### src/rtl/core/edsp_pkg.sv
// package for the embedded dna stream parser: widths, codes and marker tables
package edsp_pkg;

	localparam int IN_TDATA_W  = 8;
	localparam int OUT_TDATA_W = 16;
	localparam int STATUS_W    = 3;
	localparam int CODE_W      = 3;

	localparam logic [STATUS_W-1:0] ST_BASE     = 3'd0;
	localparam logic [STATUS_W-1:0] ST_END_MARK = 3'd1;
	localparam logic [STATUS_W-1:0] ST_EOF_END  = 3'd2;
	localparam logic [STATUS_W-1:0] ST_BAD      = 3'd3;
	localparam logic [STATUS_W-1:0] ST_NO_DNA   = 3'd4;

	localparam logic [CODE_W-1:0] BC_A   = 3'd0;
	localparam logic [CODE_W-1:0] BC_C   = 3'd1;
	localparam logic [CODE_W-1:0] BC_G   = 3'd2;
	localparam logic [CODE_W-1:0] BC_T   = 3'd3;
	localparam logic [CODE_W-1:0] BC_N   = 3'd4;
	localparam logic [CODE_W-1:0] BC_GAP = 3'd5;

	localparam logic KIND_BYTE = 1'b0;
	localparam logic KIND_EOF  = 1'b1;

	localparam logic [3:0] HDR_LEN = 4'd5;
	localparam logic [3:0] END_LEN = 4'd9;

	localparam logic [7:0] CH_HASH = 8'h23;
	localparam logic [7:0] CH_E    = 8'h65;
	localparam logic [7:0] CH_LF   = 8'h0a;

	// "##DNA"
	function automatic logic [7:0] hdr_char(input logic [3:0] idx);
		logic [7:0] c;
		case (idx)
			4'd0: c = CH_HASH;
			4'd1: c = CH_HASH;
			4'd2: c = 8'h44;
			4'd3: c = 8'h4e;
			4'd4: c = 8'h41;
			default: c = 8'h00;
		endcase
		return c;
	endfunction

	// "##end-DNA"
	function automatic logic [7:0] end_char(input logic [3:0] idx);
		logic [7:0] c;
		case (idx)
			4'd0: c = CH_HASH;
			4'd1: c = CH_HASH;
			4'd2: c = CH_E;
			4'd3: c = 8'h6e;
			4'd4: c = 8'h64;
			4'd5: c = 8'h2d;
			4'd6: c = 8'h44;
			4'd7: c = 8'h4e;
			4'd8: c = 8'h41;
			default: c = 8'h00;
		endcase
		return c;
	endfunction

	function automatic logic is_ws(input logic [7:0] b);
		return b inside {8'h20, 8'h09, 8'h0a, 8'h0b, 8'h0c, 8'h0d};
	endfunction

	// base letter lookup, hit flag in the top bit
	function automatic logic [CODE_W:0] base_of(input logic [7:0] b);
		logic [CODE_W:0] r;
		case (b)
			8'h61, 8'h41: r = {1'b1, BC_A};
			8'h63, 8'h43: r = {1'b1, BC_C};
			8'h67, 8'h47: r = {1'b1, BC_G};
			8'h74, 8'h54: r = {1'b1, BC_T};
			8'h6e, 8'h4e: r = {1'b1, BC_N};
			8'h2d:        r = {1'b1, BC_GAP};
			default:      r = {1'b0, BC_A};
		endcase
		return r;
	endfunction

endpackage

### src/rtl/core/embedded_dna_stream_parser_unit.sv
// embedded dna stream parser: input word register, per-byte parse logic, result register
//
//  channel  | dir | tdata                         | tuser          | tlast
//  s_axis   | in  | [7:0] byte_value              | [0] kind       | -
//  m_axis   | out | [2:0] base_code [10:3] bad_byte, rest zero | [2:0] status | -
//
// one word per cycle sustained while m_axis does not stall; a word is held in the input register
// and its result is then written to the result register behind the parse logic
// words that give no result pass the second stage without occupying the result register
// arst_n clears the parse state, both valid flags and returns to header search
// a stall on m_axis holds the result; s_axis stays ready while the input stage can move on
module embedded_dna_stream_parser_unit (
	input  logic                              clk,
	input  logic                              arst_n,
	input  logic                              s_axis_tvalid,
	output logic                              s_axis_tready,
	input  logic [edsp_pkg::IN_TDATA_W-1:0]   s_axis_tdata,  // [7:0] byte_value
	input  logic                              s_axis_tuser,  // [0] kind
	output logic                              m_axis_tvalid,
	input  logic                              m_axis_tready,
	output logic [edsp_pkg::OUT_TDATA_W-1:0]  m_axis_tdata,  // [2:0] base_code, [10:3] bad_byte
	output logic [edsp_pkg::STATUS_W-1:0]     m_axis_tuser   // [2:0] status
);
	import edsp_pkg::*;

	localparam logic [2:0] PH_HDR_MATCH   = 3'd0;
	localparam logic [2:0] PH_HDR_SKIP    = 3'd1;
	localparam logic [2:0] PH_DNA_HDRLINE = 3'd2;
	localparam logic [2:0] PH_DNA_START   = 3'd3;
	localparam logic [2:0] PH_DNA_SKIP    = 3'd4;
	localparam logic [2:0] PH_DATA        = 3'd5;
	localparam logic [2:0] PH_DONE        = 3'd6;

	logic              s1_valid_q;
	logic              kind_s1;
	logic [7:0]        byte_s1;
	logic [2:0]        phase_q;
	logic [3:0]        pos_q;
	logic              out_valid_q;
	logic [STATUS_W-1:0] status_s2;
	logic [CODE_W-1:0] code_s2;
	logic [7:0]        bad_s2;

	logic              adv;
	logic [2:0]        phase_n;
	logic [3:0]        pos_n;
	logic              res;
	logic [STATUS_W-1:0] st_n;
	logic [CODE_W-1:0] code_n;
	logic [7:0]        bad_n;
	logic [CODE_W:0]   bl;

	assign adv           = s1_valid_q & (~out_valid_q | m_axis_tready);
	assign s_axis_tready = ~s1_valid_q | adv;

	assign bl = base_of(byte_s1);

	always_comb begin
		phase_n = phase_q;
		pos_n   = pos_q;
		res     = 1'b0;
		st_n    = ST_BASE;
		code_n  = BC_A;
		bad_n   = 8'h00;
		if (phase_q >= PH_DONE) begin
			// finished, ignore everything
		end else if (kind_s1 == KIND_EOF) begin
			phase_n = PH_DONE;
			pos_n   = 4'd0;
			res     = 1'b1;
			if (phase_q == PH_HDR_MATCH || phase_q == PH_HDR_SKIP) begin
				st_n = ST_NO_DNA;
			end else if (phase_q == PH_DNA_START && pos_q >= 4'd3) begin
				st_n  = ST_BAD;
				bad_n = CH_E;
			end else begin
				st_n = ST_EOF_END;
			end
		end else begin
			case (phase_q)
				PH_HDR_MATCH: begin
					if (pos_q < HDR_LEN && byte_s1 == hdr_char(pos_q)) begin
						if (pos_q + 4'd1 >= HDR_LEN) begin
							phase_n = PH_DNA_HDRLINE;
							pos_n   = 4'd0;
						end else begin
							pos_n = pos_q + 4'd1;
						end
					end else if (byte_s1 == CH_LF) begin
						pos_n = 4'd0;
					end else begin
						phase_n = PH_HDR_SKIP;
						pos_n   = 4'd0;
					end
				end
				PH_HDR_SKIP: begin
					if (byte_s1 == CH_LF) begin
						phase_n = PH_HDR_MATCH;
						pos_n   = 4'd0;
					end
				end
				PH_DNA_HDRLINE, PH_DNA_SKIP: begin
					if (byte_s1 == CH_LF) begin
						phase_n = PH_DNA_START;
						pos_n   = 4'd0;
					end
				end
				PH_DNA_START: begin
					if (pos_q < 4'd2) begin
						if (byte_s1 == CH_HASH) begin
							pos_n = pos_q + 4'd1;
						end else if (byte_s1 == CH_LF) begin
							pos_n = 4'd0;
						end else begin
							phase_n = PH_DNA_SKIP;
							pos_n   = 4'd0;
						end
					end else if (pos_q == 4'd2 && byte_s1 == CH_E) begin
						pos_n = 4'd3;
					end else if (pos_q == 4'd2) begin
						// first data byte of a plain "##" line
						pos_n = 4'd0;
						if (bl[CODE_W]) begin
							phase_n = PH_DATA;
							res     = 1'b1;
							code_n  = bl[CODE_W-1:0];
						end else if (byte_s1 == CH_LF) begin
							phase_n = PH_DNA_START;
						end else if (is_ws(byte_s1)) begin
							phase_n = PH_DATA;
						end else begin
							phase_n = PH_DONE;
							res     = 1'b1;
							st_n    = ST_BAD;
							bad_n   = byte_s1;
						end
					end else if (pos_q < END_LEN && byte_s1 == end_char(pos_q)) begin
						if (pos_q + 4'd1 >= END_LEN) begin
							phase_n = PH_DONE;
							pos_n   = 4'd0;
							res     = 1'b1;
							st_n    = ST_END_MARK;
						end else begin
							pos_n = pos_q + 4'd1;
						end
					end else begin
						// partial end marker
						phase_n = PH_DONE;
						pos_n   = 4'd0;
						res     = 1'b1;
						st_n    = ST_BAD;
						bad_n   = CH_E;
					end
				end
				PH_DATA: begin
					if (bl[CODE_W]) begin
						res    = 1'b1;
						code_n = bl[CODE_W-1:0];
					end else if (byte_s1 == CH_LF) begin
						phase_n = PH_DNA_START;
						pos_n   = 4'd0;
					end else if (!is_ws(byte_s1)) begin
						phase_n = PH_DONE;
						res     = 1'b1;
						st_n    = ST_BAD;
						bad_n   = byte_s1;
					end
				end
				default: begin
				end
			endcase
		end
	end

	always_ff @(posedge clk or negedge arst_n) begin
		if (!arst_n) begin
			s1_valid_q  <= 1'b0;
			phase_q     <= PH_HDR_MATCH;
			pos_q       <= 4'd0;
			out_valid_q <= 1'b0;
		end else begin
			if (s_axis_tready) begin
				s1_valid_q <= s_axis_tvalid;
			end
			if (adv) begin
				phase_q <= phase_n;
				pos_q   <= pos_n;
			end
			if (adv && res) begin
				out_valid_q <= 1'b1;
			end else if (m_axis_tready) begin
				out_valid_q <= 1'b0;
			end
		end
	end

	always_ff @(posedge clk) begin
		if (s_axis_tvalid && s_axis_tready) begin
			kind_s1 <= s_axis_tuser;
			byte_s1 <= s_axis_tdata;
		end
		if (adv && res) begin
			status_s2 <= st_n;
			code_s2   <= code_n;
			bad_s2    <= bad_n;
		end
	end

	assign m_axis_tvalid = out_valid_q;
	assign m_axis_tuser  = status_s2;
	assign m_axis_tdata  = {{(OUT_TDATA_W - CODE_W - 8){1'b0}}, bad_s2, code_s2};

endmodule

### config.mk
export PLATFORM = sky130hd
export DESIGN_NAME = embedded_dna_stream_parser_unit
export DESIGN_NICKNAME = d
export VERILOG_FILES = /design/src/rtl/core/edsp_pkg.sv /design/src/rtl/core/embedded_dna_stream_parser_unit.sv
export SDC_FILE = /design/constraint.sdc
export NUM_CORES = 1
export LEC_CHECK = 0
export BUFFER_PORTS_ARGS = -buffer_cell sky130_fd_sc_hd__buf_2
export CAP_MARGIN = 10
export CORE_MARGIN = 3
export CORE_UTILIZATION = 52
export DETAILED_ROUTE_END_ITERATION = 8
export GPL_TIMING_DRIVEN = 0
export PLACE_DENSITY_LB_ADDON = 0.05
export REMOVE_ABC_BUFFERS = 1
export SYNTH_ARGS = -nofsm -noshare
export SYNTH_HDL_FRONTEND = slang
export SYNTH_SLANG_ARGS = --single-unit
### constraint.sdc
create_clock -name clk -period 3.1 [get_ports clk]
set_input_delay 0.155 -clock clk [delete_from_list [all_inputs] [get_ports clk]]
set_output_delay 0.155 -clock clk [all_outputs]
set_load 0.005 [all_outputs]
After elaboration in Yosys (flattened, before gate mapping)
Memories as Yosys holds them, arrays and structs flattened.
Index checks and enable logic that the tools add are counted.
Word-level totals
  register bits: 32
  memory bits (read-only): 96
  input bits: 13
  memories kept: 1
Memories
  (no name shown): words 16, bits a word 6, read ports 1, clocked after memory_dff 0, wr ports 0, line edsp_pkg.sv:49  | case (idx)
Cells by class
  add/sub/neg operators: 1
  magnitude comparators: 7
  equality and inequality tests: 40
  muxes and demuxes: 84
  bitwise gates (word level): 6
  reduce and logical (&&, ||, !) cells: 24
Operator list (number)
  8-bit 2-to-1 mux: 16
  3-bit 2-to-1 mux: 30
  8-bit by 7-bit == test with 1-bit output (second input constant): 11
  4-bit 2-to-1 mux: 11
  8-bit by 4-bit == test with 1-bit output (second input constant): 5
  7-bit case mux with 4 select lines: 1
  8-bit by 6-bit == test with 1-bit output (second input constant): 3
  4-bit case mux with 6 select lines: 1
  7-bit 2-to-1 mux: 3
  4-bit inequality test (second input constant): 5
  8-bit == test: 2
  4-bit case mux with 4 select lines: 1
  8-bit case mux with 2 select lines: 1
  2-bit OR reduction: 8
  3-bit case mux with 5 select lines: 1
  1-bit 2-to-1 mux: 14
  13-bit AND reduction: 1
  3-bit case mux with 2 select lines: 2
  6-bit nonzero test: 2
  4-bit by 2-bit == test with 1-bit output (second input constant): 2
  3-bit by 2-bit == test with 1-bit output (second input constant): 2
  3-bit == test (second input constant): 2
  1-bit logical AND: 6
  3-bit inequality test (second input constant): 2
  26 further kinds: 30

Logic depth before layout (Yosys ltp)
Gate-level depths: netlist of run 1.
  depth after elaboration: 18
  gate-level depth with buffers: 11
  gate-level depth less buffers: 10

Least setup slack after synthesis of run 1
Ideal clock, no wire load.
  path type: register -> register
  from: reg pos_q[0]
  to: reg bad_s2[0] (enable)
  library setup time: 0.407 ns
  data arrival time: 3.052 ns
  data required time: 2.693 ns
  setup slack: -0.358 ns
  cell stages (with the launch flop): 11
  clock period less this slack: 3.458 ns
  cells stage by stage: dfrtp_1 > clkbuf_1 > inv_1 > ha_1 > nor3b_2 > a2111oi_0 > and3b_1 > nand4_1 > and2_1 > o22ai_1 > a21boi_0
On the way
  word-level cells in the longest chain between the ends: 17
RTL lines
  start: declaration: line embedded_dna_stream_parser_unit.sv:38  | logic [3:0] pos_q;
  start signal: assignment: line embedded_dna_stream_parser_unit.sv:187  | pos_q <= pos_n;
  memory read 16 x 6 bit
  8-bit 2-to-1 mux: line embedded_dna_stream_parser_unit.sv:120  | end else if (pos_q == 4'd2) begin
  8-bit 2-to-1 mux: line embedded_dna_stream_parser_unit.sv:118  | end else if (pos_q == 4'd2 && byte_s1 == CH_E) begin
  8-bit 2-to-1 mux: line embedded_dna_stream_parser_unit.sv:109  | if (pos_q < 4'd2) begin
  8-bit 2-to-1 mux: line embedded_dna_stream_parser_unit.sv:80  | case (phase_q)
  8-bit 2-to-1 mux: line embedded_dna_stream_parser_unit.sv:67  | end else if (kind_s1 == KIND_EOF) begin
  8-bit 2-to-1 mux: line embedded_dna_stream_parser_unit.sv:65  | if (phase_q >= PH_DONE) begin
  8-bit == test: line embedded_dna_stream_parser_unit.sv:137  | end else if (pos_q < END_LEN && byte_s1 == end_char(pos_q)) begin
  1-bit logical AND: line embedded_dna_stream_parser_unit.sv:137
  1-bit 2-to-1 mux: line embedded_dna_stream_parser_unit.sv:137
  1-bit 2-to-1 mux: line embedded_dna_stream_parser_unit.sv:120
  1-bit 2-to-1 mux: line embedded_dna_stream_parser_unit.sv:118
  1-bit 2-to-1 mux (*): line embedded_dna_stream_parser_unit.sv:109
  1-bit case mux with 2 select lines (*): line embedded_dna_stream_parser_unit.sv:80
  1-bit 2-to-1 mux (*): line embedded_dna_stream_parser_unit.sv:67
  1-bit 2-to-1 mux (*): line embedded_dna_stream_parser_unit.sv:65
  1-bit logical AND (*): line embedded_dna_stream_parser_unit.sv:202  | if (adv && res) begin
  end signal: assignment: line embedded_dna_stream_parser_unit.sv:205  | bad_s2 <= bad_n;
  end: declaration: line embedded_dna_stream_parser_unit.sv:42  | logic [7:0] bad_s2;
Every way passes the cells marked *; elsewhere a longest branch is shown, timed or not. The select of a mux whose other input is x is not followed.
A chain may end at the register's enable or synchronous reset.

Worst setup path in the final report of run 1
  from: reg pos_q[1]
  to: reg bad_s2[5] (enable)
The elaborated chain is that of the path after synthesis.

==> results of run 1 <==
-- stage by stage --
step	power [W]	hold WS [ns]	area [um2]	instances
final	0.00140	0.0425	2700	346
after global routing	0.00148	0.0413	2700	346
after floorplan	0.000932	-0.141	2330	254
after detailed placement	0.00107	0.0261	2550	335
after CTS	0.00139	0.0425	2670	346
after global placement	0.00106	0.0174	2540	334
-- cell usage after synthesis (3+ instances only) --
cell type / n
and3_1: 5
o21a_1: 8
nor4b_1: 3
nand2b_1: 9
edfxtp_1: 23
buf_2: 6
xor2_1: 5
clkbuf_1: 11
nand3b_1: 4
nand2_1: 32
buf_4: 5
o2111ai_1: 3
ha_1: 6
o21ai_1: 5
a21oi_1: 10
nor4_1: 3
o21ai_0: 9
nor3_1: 6
dfrtp_1: 9
nand3_1: 8
a31oi_1: 4
nor2b_1: 4
nor2_1: 22
inv_1: 7
nor3b_1: 3
a21o_1: 3
and2_1: 8
and3b_1: 3
-- cell type report --
class	instances	area [um2]	area share (%)
Sequential cell	32	920	34.1
Inverter	8	30.0	1.11
Timing Repair Buffer	32	173	6.40
Tap cell	52	65.1	2.41
Clock buffer	7	86.3	3.20
Multi-Input combinational cell	214	1420	52.6
Clock inverter	1	3.75	0.139
-- logic make-up after synthesis --
group	after synthesis
and+or+nand+nor	125
DFF	32
other	1
muxes	5
AOI/OAI and AO/OA	67
buffers and inverters	31
xor gates and xnor gates	6
adders and majority gates	6
-- final timing paths --
path	startpoint	end	slack [ns]	cells past startpoint
setup / recovery	pos_q[1]$_DFFE_PN0P_	bad_s2[5]$_SDFFCE_PN0P_	0.15	9
hold / removal	s_axis_tdata[4]	byte_s1[4]$_DFFE_PP_	0.04	1
setup reg to reg	pos_q[1]$_DFFE_PN0P_	bad_s2[5]$_SDFFCE_PN0P_	0.15	9
hold reg to reg	s1_valid_q$_DFFE_PN0N_	s1_valid_q$_DFFE_PN0N_	0.53	2
max in group asynchronous	arst_n	pos_q[2]$_DFFE_PN0P_	2.64	2
min in group asynchronous	arst_n	phase_q[2]$_DFFE_PN0P_	0.26	2
-- power groups by stage --
stage                     Sequential (W)  Clock, W  Combinational, W
after CTS                       0.000653  0.000336          0.000406
after detailed placement        0.000662         0          0.000403
after global placement          0.000663         0          0.000394
final                           0.000655  0.000333          0.000414
after global routing            0.000668  0.000351          0.000465
after floorplan                 0.000641         0          0.000291
-- state kept, by name, summed over array words and instances, names as in the netlist --
signal	flops
bad_s2	8
pos_q	4
s1_valid_q	1
phase_q	3
m_axis_tvalid	1
code_s2	3
m_axis_tuser	3
byte_s1	8
kind_s1	1
-- worst max-delay path, cell delays in order, from the launching register on --
cell,delay [ns]
dfrtp_2,0.51
ha_1,0.30
nor3b_4,0.22
a2111oi_0,0.43
and3b_1,0.24
nand4_1,0.20
and2_1,0.25
o22ai_2,0.22
a21boi_2,0.13
buf_4,0.21
-- routing by layer --
| layer | global-route usage, % | wire [um] | part of all wire [%] |
|---|---|---|---|
| met3 | 2.84 | 305 | 5.6 |
| met2 | 31.9 | 2510 | 46 |
| met4 | 5.93 | 59 | 1.1 |
| met5 | 0 | 0 | 0 |
| met1 | 31.1 | 2580 | 47 |
-- timing repair --
| item | 4_1_cts | 5_1_grt |
|---|---|---|
| endpoints found under the setup margin | 16 | 13 |
| resized for setup | 4 | 6 |
| endpoints found under the hold margin | 9 | 0 |
| setup buffers | 2 | 0 |
| hold buffers | 1 | 0 |
==> results.md, run 1 <==
Drt:
- The total wirelength of the detailed-routed design is 5.46 mm.
- The number of nets with antenna violations after routing is 0.
- After detailed routing, the number of vias per cell comes to 6.04.
- The number of design-rule violations left by the first detailed-router iteration is 184.
- After detailed routing, the number of remaining DRC violations is 0.
- The detailed-router iteration count before antenna repair is 5.
- The count of vias placed by the detailed router is 2090.
- After detailed routing, the average wire length per cell comes to approximately 16 um.

Synth:
- The adder and majority gate portion of the synthesized area is 3.09%.
- The Yosys step of the flow raised 0 warnings.
- Sequential cells were found to cover 37.7% of the synthesized design area.
- After synthesis, the mean cell area works out to approximately 8.9 um2.
- The share of the synthesized area in compound gates (AO/OA/AOI/OAI) is around a fifth.
- The synthesized netlist occupies a cell area of 2430 um2.
- Of the total synthesized cell area, the portion taken by AND, OR, NAND and NOR gates is 29.0%.
- The proportion of synthesized flip-flops having asynchronous set or reset is between 20 and 30%.
- The count of mapped cells out of synthesis is 273.
- The dominant combinational cell family by area after synthesis is simple AND/OR/NAND/NOR gates.
- Among all flip-flop cells after synthesis, the most frequent one is edfxtp_1.
- Measured against the total synthesized area, the mux share comes to 2.21%.
- In this run, synthesis produced a sequential element count of 32.
- After Yosys synthesis, XOR and XNOR cells account for 2.16% of the synthesized area.
- The unique cell type count in the Yosys netlist is 66.
- Counting flops with a built-in enable in the synthesized netlist gives 23.
- Yosys attributes the largest share of cell area to edfxtp_1, dfrtp_1, nand2_1.
- The share of Yosys cell area claimed by the top area cell type is between 20% and 30%.
- The cell type with the highest aggregate area in the netlist is edfxtp_1.

Timing:
- Setup violations remaining at the end of the flow were counted as 0.
- The routed design could run at a clock period as short as 2.95 ns.
- The final critical-path setup slack is 0.151 ns.
- The post-route setup TNS is 0 ns.
- The post-route fraction of the period consumed by the critical path is a little over nine tenths.
- Setup repair after global routing left no endpoint under its margin.
- Headroom to the max-slew limit came out at 54.6%.
- The final setup skew is 0.00855 ns.
- The hold violation count in the final report came to 0.
- The pin slew with the least headroom to its limit is 0.681 ns.
- The max-slew violation total from the final report came to 0.
- For this run, the top clock speed supported by timing is approximately 340 MHz.

Worst setup path:
- The endpoint required time on the critical path is 3.14 ns.
- The kind of end point of the critical path is a register.
- The type of element launching the critical path is a register.
- The data arrival time of the critical path is 2.99 ns.
- In this run the worst path has a maximum fanout of 14.
- The critical path class is register to register.

Floorplan:
- For this design the top-level I/O count stands at 34.
- The die is 74.4 um wide.
- The number of standard-cell rows in the floorplan is 24.
- The die footprint is 5530 um2.
- Once the floorplan was initialized, standard cells occupied 54.7% of the core.
- From bottom edge to top edge, the die measures 74.4 um.
- The floorplan step defined a core boundary enclosing approximately 4400 um2.

Run:
- Max-cap violations in this run came to 0.

Placement:
- The count of input and output buffers is 28.
- Detailed placement ended at an HPWL of 3.85 mm.
- The worst slack after detailed placement is -0.218 ns.
- The global placement routability congestion is 0.862.

Global routing:
- The initial antenna violation count is 0.
- The first-pass GRT wire length is 8.96 mm.
- The overall global routing resource usage is 21.0%.
- The via count of the first global-routing pass is 1826.
- Entering global routing, the biggest net connects 26 pins.
- The total global routing overflow is 0.

Power:
- The portion of total power attributed to sequential cells is 46.7%.
- The net switching power of the design is 0.000484 W.
- The static leakage is 1.07 nW.
- For this design the ratio of total power to cell area is 520 nW/um2.
- Combinational logic burns 29.5% of the power.
- IR analysis of the VDD net gives a maximum drop of roughly 0.00021 V.
- The clock share of power is 23.8%.
- The share of total power consumed by net switching is approximately 34%.
- Cell internal power was estimated by the tool at 0.000918 W.

Cells and area:
- The number of nets at the end of the flow is 312.
- The commonest non-fill, non-tap cell in the layout is nand2_1.
- After filler insertion, the fill cell instance count of the layout stands at roughly 380.
- In the layout the commonest cells are nand2_1, buf_2, edfxtp_1.
- The share of post-route cells with drive strength above 1 is 19.0%.
- The utilization of the core after routing is between 60% and 70%.
- The antenna diode count is 0.
- The signed area change from the synthesized netlist to the final layout is 10.9%.

Clocking:
- The clock-pin transition on the worst setup and hold timing paths is 0.07 ns.
- The buffer type at the clock tree root is clkbuf_8.
- The clock net sink count is 32.
- Counting the buffers created by CTS gives 5.
- In this run the deepest clock path goes through 2 buffers.
- TritonCTS built the clock tree.
- The clock latency on the worst-skew pair is 0.28 ns.
- CTS built an H-tree with a depth of 2.

Outcome:
- The run finished with clean final reports.

Hold path:
- The worst min-delay path class is input port to register.
Power figures use the tool's default switching activity.
==> inputs of run 2 (changes only) <==
- SETUP_SLACK_MARGIN: unset -> 0.4
==> results.md, run 2 (same netlist as run 1, synthesis figures left out) <==
Drt:
- In this run the remaining antenna-violating nets after routing total 0.
- After detailed routing, the average wire length per cell comes to 16.5 um.
- The post-detailed-route via-to-cell ratio is 5.93.
- For this run, design rule violations remaining after detail routing come to 0.
- For this run, the detailed router's first-pass iteration total came to 4.
- The final layout contains routed wiring with a total length of 6.26 mm.
- Summing over every cut layer, the via total after detailed routing is 2254.
- The number of design-rule violations left by the first detailed-router iteration is 189.

Clocking:
- The depth of the CTS H-tree is 2.
- CTS saw 32 sinks.
- Counting along the longest clock path gives a buffer depth of 2.
- After clock tree synthesis, the clock-pin slew on the worst setup and hold paths is 0.07 ns.
- The clock tree from TritonCTS is built.
- The buffer type at the clock tree root is clkbuf_8.
- At the later pin of the worst-skew pair, clock insertion delay measures 0.29 ns.
- The number of clock buffers added by TritonCTS is 5.

Placement:
- The total instance count after detailed placement is about 340.
- The detailed placer's ending HPWL is around 3.8 mm.
- At the end of routability-driven placement, the weighted congestion stood at about 0.86.
- Port buffering added 28 buffers.
- The worst slack after detailed placement is -0.218 ns.

Timing:
- The final setup skew is 0.00985 ns.
- The final setup violation count is 0.
- The final critical-path setup slack is 0.366 ns.
- The hold violation count in the final report is 0.
- The post-route fraction of the period consumed by the critical path is 88.2%.
- The pin slew with the least headroom to its limit is roughly 0.69 ns.
- Headroom to the max-slew limit came out at ~53%.
- Setup repair after global routing could not meet its margin everywhere.
- The max-slew violation total from the final report is 0.
- Derived from the worst setup path, the maximum achievable clock frequency is approximately 370 MHz.
- Subtracting the final worst setup slack from the clock period gives 2.73 ns.

Global routing:
- The maximum number of pins on one net before global-route repair is 26.
- The initial antenna violation count was 0.
- For this run, global-route usage on met2 was measured as 34.6%.
- Across every metal layer, demand over resource in global routing totals 21.8%.
- The global-route track usage on met3 is 4.73%.
- The met1 demand-to-capacity share in global routing is 30.4%.
- The total overflow left after global routing is 0.
- The first global-routing pass estimated 9.25 mm of wire.
- The via count of the first global-routing pass was 1922.
- The layer with the highest usage after global routing is met2.

Outcome:
- The flow ran to the end, and the final reports show no timing, DRC or antenna violations.

Floorplan:
- The x dimension of the die is 74.4 um.
- The floorplan step set the die height to 74.4 um.
- The initial utilization of the core area, before any placement, comes to 54.7%.
- The die footprint is roughly 5500 um2.
- The area of the placeable core is between 4000 and 5000 um2.
- The number of I/O pins is 34.
- The number of standard-cell rows in the floorplan is 24.

Cells and area:
- The number of standard cells in the layout, taps in and fillers out is 380.
- After the last flow step, the layout net total stands at 346.
- The signed area change from the synthesized netlist to the final layout is 28.3%.
- The largest registers in the layout are bad_s2: 8 flops, byte_s1: 8 flops, pos_q: 4 flops.
- The antenna diode count is 0.
- The share of post-route cells with drive strength above 1 is 32.6%.
- The commonest non-fill, non-tap cell in the layout is buf_4.
- Leaving out fill and tap cells, the most frequent cells in the layout are buf_4, nand2_1, buf_2.

Worst setup path:
- The worst setup path is launched from a register.
- Along the worst path, the maximum fanout reaches 6.
- At the worst endpoint, the required time is around 3.3 ns.
- STA classifies the critical path endpoint as a register.
- The data arrival time of the critical path is around 2.9 ns.
- The worst setup path is of the register to register kind.

Power:
- The power density of the placed cells is 490 nW/um2.
- The maximum vdd ir drop is approximately 0.00023 V.
- Overall power consumption after layout is estimated at 0.00153 W.
- In this run the static leakage power is 1.27 nW.

Run:
- The max-cap violation count is 0.

Hold path:
- In this run the worst hold path is classified as input port to register.
[run 2: cell types whose count changed in the layout (fill, tap and decap cells not counted), moves of 2 or more]
cell | before | now
mux2_1 | 2 | 0
buf_4 | 3 | 33
ha_4 | 0 | 3
mux2_4 | 0 | 2
or3_1 | 2 | 0
o21ai_0 | 9 | 7
or3_4 | 0 | 2
ha_1 | 5 | 2
[run 2: final cells by class]
cell class / instances / area, um2
well taps: 52 / 65.1
clock inverters: 1 / 3.75
multi-input cells: 214 / 1540
inverters: 8 / 32.5
flip-flops and latches: 32 / 921
clock buffers: 7 / 86.3
fillers: 336 / 1320
repair buffers: 66 / 469
[run 2: through the flow]
step	hold WS [ns]	utilization [%]	TNS (ns)	instance area, um2
after CTS	0.0425	63.2	0	2810
final	0.0395	70.2	0	3120
after global placement	0.0174	57.2	-15.38	2540
after global routing	0.0304	70.2	0	3120
after floorplan	-0.141	-	-3.86	2330
after detailed placement	0.0261	57.3	-2.75	2550
[run 2: path summary, 6_finish.rpt]
path / cells past startpoint / end / start / slack (ns)
setup / recovery: 8 / phase_q[0]$_DFFE_PN0P_ / byte_s1[7]$_DFFE_PP_ / 0.37
hold / removal: 1 / byte_s1[4]$_DFFE_PP_ / s_axis_tdata[4] / 0.04
setup reg to reg: 8 / phase_q[0]$_DFFE_PN0P_ / byte_s1[7]$_DFFE_PP_ / 0.37
hold reg to reg: 2 / s1_valid_q$_DFFE_PN0N_ / s1_valid_q$_DFFE_PN0N_ / 0.53
max in group asynchronous: 2 / pos_q[1]$_DFFE_PN0P_ / arst_n / 2.64
min in group asynchronous: 2 / phase_q[2]$_DFFE_PN0P_ / arst_n / 0.26
[run 2: timing repair]
action	in CTS	in global routing
endpoints found under the setup margin	28	22
pin swaps	3	13
endpoints found under the hold margin	9	0
cloned	0	1
hold buffers	1	0
resized for setup	17	24
setup buffers	13	22
[run 2: metal layers]
metal | wire length, um | up-vias
li1 | - | 1094
met1 | 2810 | 1069
met2 | 3010 | 79
met3 | 341 | 12
met4 | 96 | 0
met5 | 0 | -
[run 2: where the power goes]
| group | internal [W] | switching [W] |
|---|---|---|
| logic | 0.000278 | 0.000275 |
| registers | 0.000548 | 0.0000946 |
| clock network | 0.000178 | 0.000157 |
| total | 0.00100 | 0.000526 |
[run 2: worst max-delay path: stages, from the launching register on]
cell and delay, ns:
edfxtp_1 0.48, or3_4 0.39, or3b_1 0.38, o32a_2 0.25, o21ai_2 0.18, and3_1 0.18, a31oi_2 0.05, o311ai_4 0.37
mux2_4 0.33
==> inputs of run 3 (changes only) <==
- ABC_AREA: unset -> 1
- SLEW_MARGIN: unset -> 20
==> results.md, run 3 <==
Drt:
- The pre-antenna-repair detailed-routing pass consisted of 4 iterations.
- The number of nets with antenna violations after routing is 0.
- Dividing the detail-routed via count by the number of cells gives 5.23.
- The number of design-rule violations left by the first detailed-router iteration is 160.
- The routed design has approximately 5.5 mm of wire.
- The count of vias placed by the detailed router is around 2300.
- The routed length per instance is 12.8 um.
- For this run, design rule violations remaining after detail routing come to 0.

Timing:
- In the final timing run, aggregate negative setup slack is 0 ns.
- The maximum operating frequency is 396 MHz.
- The max-slew violation total from the final report is 0.
- The hold violation count in the final report came to 0.
- Setup violations remaining at the end of the flow were counted as 0.
- Setup repair after global routing left no endpoint under its margin.
- The final setup skew is around 0.0064 ns.
- The final critical-path setup slack is 0.573 ns.
- The smallest clock period supported by the final layout is computed as 2.53 ns.
- Dividing the final minimum period by the clock period gives 81.5%.

Synth:
- Summed over all instances, the cell type with the most area after synthesis is edfxtp_1.
- The number of warning messages in the yosys log is 0.
- A synthesized cell averages 6.89 um2.
- The proportion of synthesized flip-flops having asynchronous set or reset is between 20 and 30%.
- The unique cell type count in the Yosys netlist is 30.
- The synthesized design contains 23 enable-type register cells.
- The share of Yosys cell area claimed by the top area cell type is 28.9%.
- For this run, the leading register cell type out of synthesis is edfxtp_1.
- In the synthesized netlist, the cells that appear most often are nand2_1, nor2_1, nand3_1, inv_1, edfxtp_1.
- The library cell with the highest instance count after synthesis is nand2_1.
- Synthesis produced a netlist whose cell count is 347.
- In this run the cell area of the synthesized design comes to 2390 um2.
- By area the synthesized netlist is led by edfxtp_1, nand2_1, nand3_1.
- After synthesis, flip-flops and latches occupy approximately two fifths of the total area.
- The number of synthesized register bits is 32.

Worst setup path:
- The number of buffers and inverters on the critical path is 3.
- The cell that appears most often on the critical path is nand3_1.
- Walking the worst path, the cells encountered are inv_1 -> ha_1 -> nand2_1 -> nand2_1 -> nand3_1 -> nor2_1 -> nand3_1 -> nor2_2 -> nand2_2 -> nand3_1 -> nand3_1 -> inv_1 -> nor2_4 -> buf_12.
- The maximum fanout along the worst path is 13.
- The data arrival time of the critical path is 2.58 ns.
- Among all stages on the critical path, the largest delay is contributed by dfrtp_2.
- The critical path's largest stage delay is around 0.49 ns.
- The cell type group with the largest total delay on the critical path is simple AND/OR/NAND/NOR gates.
- The worst setup path is captured at a register.
- For the worst setup path, the data required time is between 3 and 4 ns.
- The setup path with the least slack is of type register to register.
- The type of element launching the critical path is a register.

Floorplan:
- For this design the top-level I/O count stands at 34.
- The die is 73.8 um wide.
- The area of the placeable core is 4380 um2.
- The floorplan step set the die height to 73.8 um.
- The number of standard-cell rows in the floorplan is 24.
- The initial standard-cell utilization of the core is 54.5%.
- The die footprint is between 5000 and 6000 um2.

Cells and area:
- Of the cells placed in the final design, the portion with a size suffix greater than 1 is 12.7%.
- The largest registers in the layout are bad_s2: 8 flops, byte_s1: 8 flops, pos_q: 4 flops.
- The commonest non-fill, non-tap cell in the layout is nand2_1.
- The multi-input gate area in the final layout is 1270 um2.
- The antenna diode count is 0.
- The signed area change from the synthesized netlist to the final layout is 12.4%.
- The number of nets at the end of the flow is 397.
- Summing all flip-flop and latch instances after layout gives around 900 um2.
- Fill cells in the final layout number 417.
- Leaving out fill and tap cells, the most frequent cells in the layout are nand2_1, nand3_1, nor2_1.

Global routing:
- After global routing the overflow that remains totals 0.
- The initial antenna violation count is 0.
- The maximum number of pins on one net before global-route repair is 15.
- Across every metal layer, demand over resource in global routing totals 21.6%.
- The via count of the first global-routing pass is 2037.
- The first global-routing pass estimated 9.05 mm of wire.

Clocking:
- In this run the number of H-tree levels came out at 2.
- The buffer type at the clock tree root is clkbuf_8.
- In this run the deepest clock path goes through 2 buffers.
- The clock net sink count is 32.
- After clock tree synthesis, the clock-pin slew on the worst setup and hold paths is 0.07 ns.
- The clock latency on the worst-skew pair is 0.29 ns.
- The TritonCTS buffer count is 5.
- The clock tree from TritonCTS is built.

Hold path:
- The worst min-delay path class is input port to register.

Power:
- The static leakage is between 1 and 1.5 nW.
- The worst-case IR drop observed on VDD is between 0.0003 and 0.0004 V.
- Power spread over the standard cell area amounts to 678 nW/um2.
- After layout, the design draws a total of 0.00182 W.

Run:
- Max-cap violations in this run came to 0.

Placement:
- The count of input and output buffers is 28.
- The wire-length estimate of the detail-placed layout is 4.29 mm.
- The worst slack after detailed placement is between 0.02 and 0.03 ns.
- At the end of routability-driven placement, the weighted congestion stood at 0.939.

Outcome:
- The flow ran to the end, and the final reports show no timing, DRC or antenna violations.
==> run 3: changes by cell type after synthesis, sizes merged, moves of 5 or more <==
| cell | delta |
|---|---|
| nand4 | +7 |
| and2 | -8 |
| clkbuf | -10 |
| nand2b | -9 |
| nor2 | +31 |
| and3 | -5 |
| nor4b | -5 |
| a21oi | -6 |
| nand2 | +70 |
| inv | +34 |
| nand3 | +43 |
| o21a | -8 |
==> run 3: worst register-to-register path, stage by stage (launching register included) <==
cell and delay, ns:
dfrtp_2 0.49, inv_1 0.19, ha_1 0.26, nand2_1 0.08, nand2_1 0.16, nand3_1 0.10, nor2_1 0.16, nand3_1 0.11
nor2_2 0.15, nand2_2 0.10, nand3_1 0.09, nand3_1 0.06, inv_1 0.13, nor2_4 0.06, buf_12 0.15
==> run 3: final cells by class <==
type / instances / share of cell area, %
clock buffer: 5 / 2.56
clock inverter: 3 / 1.40
inverter: 42 / 5.87
multi-input combinational: 267 / 47.3
sequential: 32 / 34.2
tap: 52 / 2.42
timing repair buffer: 30 / 6.34
==> run 3: cell families (layout without fill, tap and decap cells) <==
kind of cell             count (synthesis)  count (layout)  synth area share [%]
AO/OA/AOI/OAI                           28              28                  6.70
XOR/XNOR                                 5               5                  1.83
adder cells (fa/ha/maj)                  6               6                  3.14
other                                    1               5                 0.157
flip-flops                              32              32                  38.3
buffers and inverters                   52              80                  9.53
AND/OR/NAND/NOR                        223             223                  40.3
==> run 3: path summary, 6_finish.rpt <==
kind | from | endpoint | slack [ns] | cells past startpoint
hold / removal | s_axis_tdata[1] | byte_s1[1]$_DFFE_PP_ | 0.04 | 1
max in group asynchronous | arst_n | pos_q[1]$_DFFE_PN0P_ | 2.65 | 2
setup reg to reg | pos_q[1]$_DFFE_PN0P_ | bad_s2[2]$_SDFFCE_PN0P_ | 0.57 | 14
setup / recovery | pos_q[1]$_DFFE_PN0P_ | bad_s2[2]$_SDFFCE_PN0P_ | 0.57 | 14
hold reg to reg | s1_valid_q$_DFFE_PN0N_ | s1_valid_q$_DFFE_PN0N_ | 0.56 | 2
min in group asynchronous | arst_n | s1_valid_q$_DFFE_PN0N_ | 0.25 | 2
==> run 3: metal layers <==
metal  wire (um)  track usage, %
met2        2560            35.3
met3         375            4.51
met5           0               0
met1        2530            28.2
met4          56            7.04
==> run 3: per-stage QoR <==
step	cells	utilization, %	cell area [um2]	hold WS [ns]
6_report	431	61.2	2690	0.0351
5_1_grt	431	61.2	2690	0.0267
4_1_cts	430	60.8	2660	0.0372
3_5_place_dp	421	57.9	2540	0.0192
3_3_place_gp	421	57.9	2540	0.0185
2_1_floorplan	341	-	2330	-0.141
==> run 3: timing repair <==
item / 4_1_cts / 5_1_grt
pin swaps: 0 / 1
cloned: 0 / 0
endpoints found under the hold margin: 9 / 0
setup buffers: 0 / 1
resized for setup: 2 / 2
endpoints found under the setup margin: 14 / 15
hold buffers: 1 / 0
==> run 3: power breakdown <==
part | switching, W | internal [W] | total, W | leakage, nW
Clock | 0.000154 | 0.000234 | 0.000387 | 0.0532
Sequential | 0.0000935 | 0.000562 | 0.000656 | 0.338
Combinational | 0.000510 | 0.000267 | 0.000777 | 0.926
Total | 0.000757 | 0.00106 | 0.00182 | 1.32
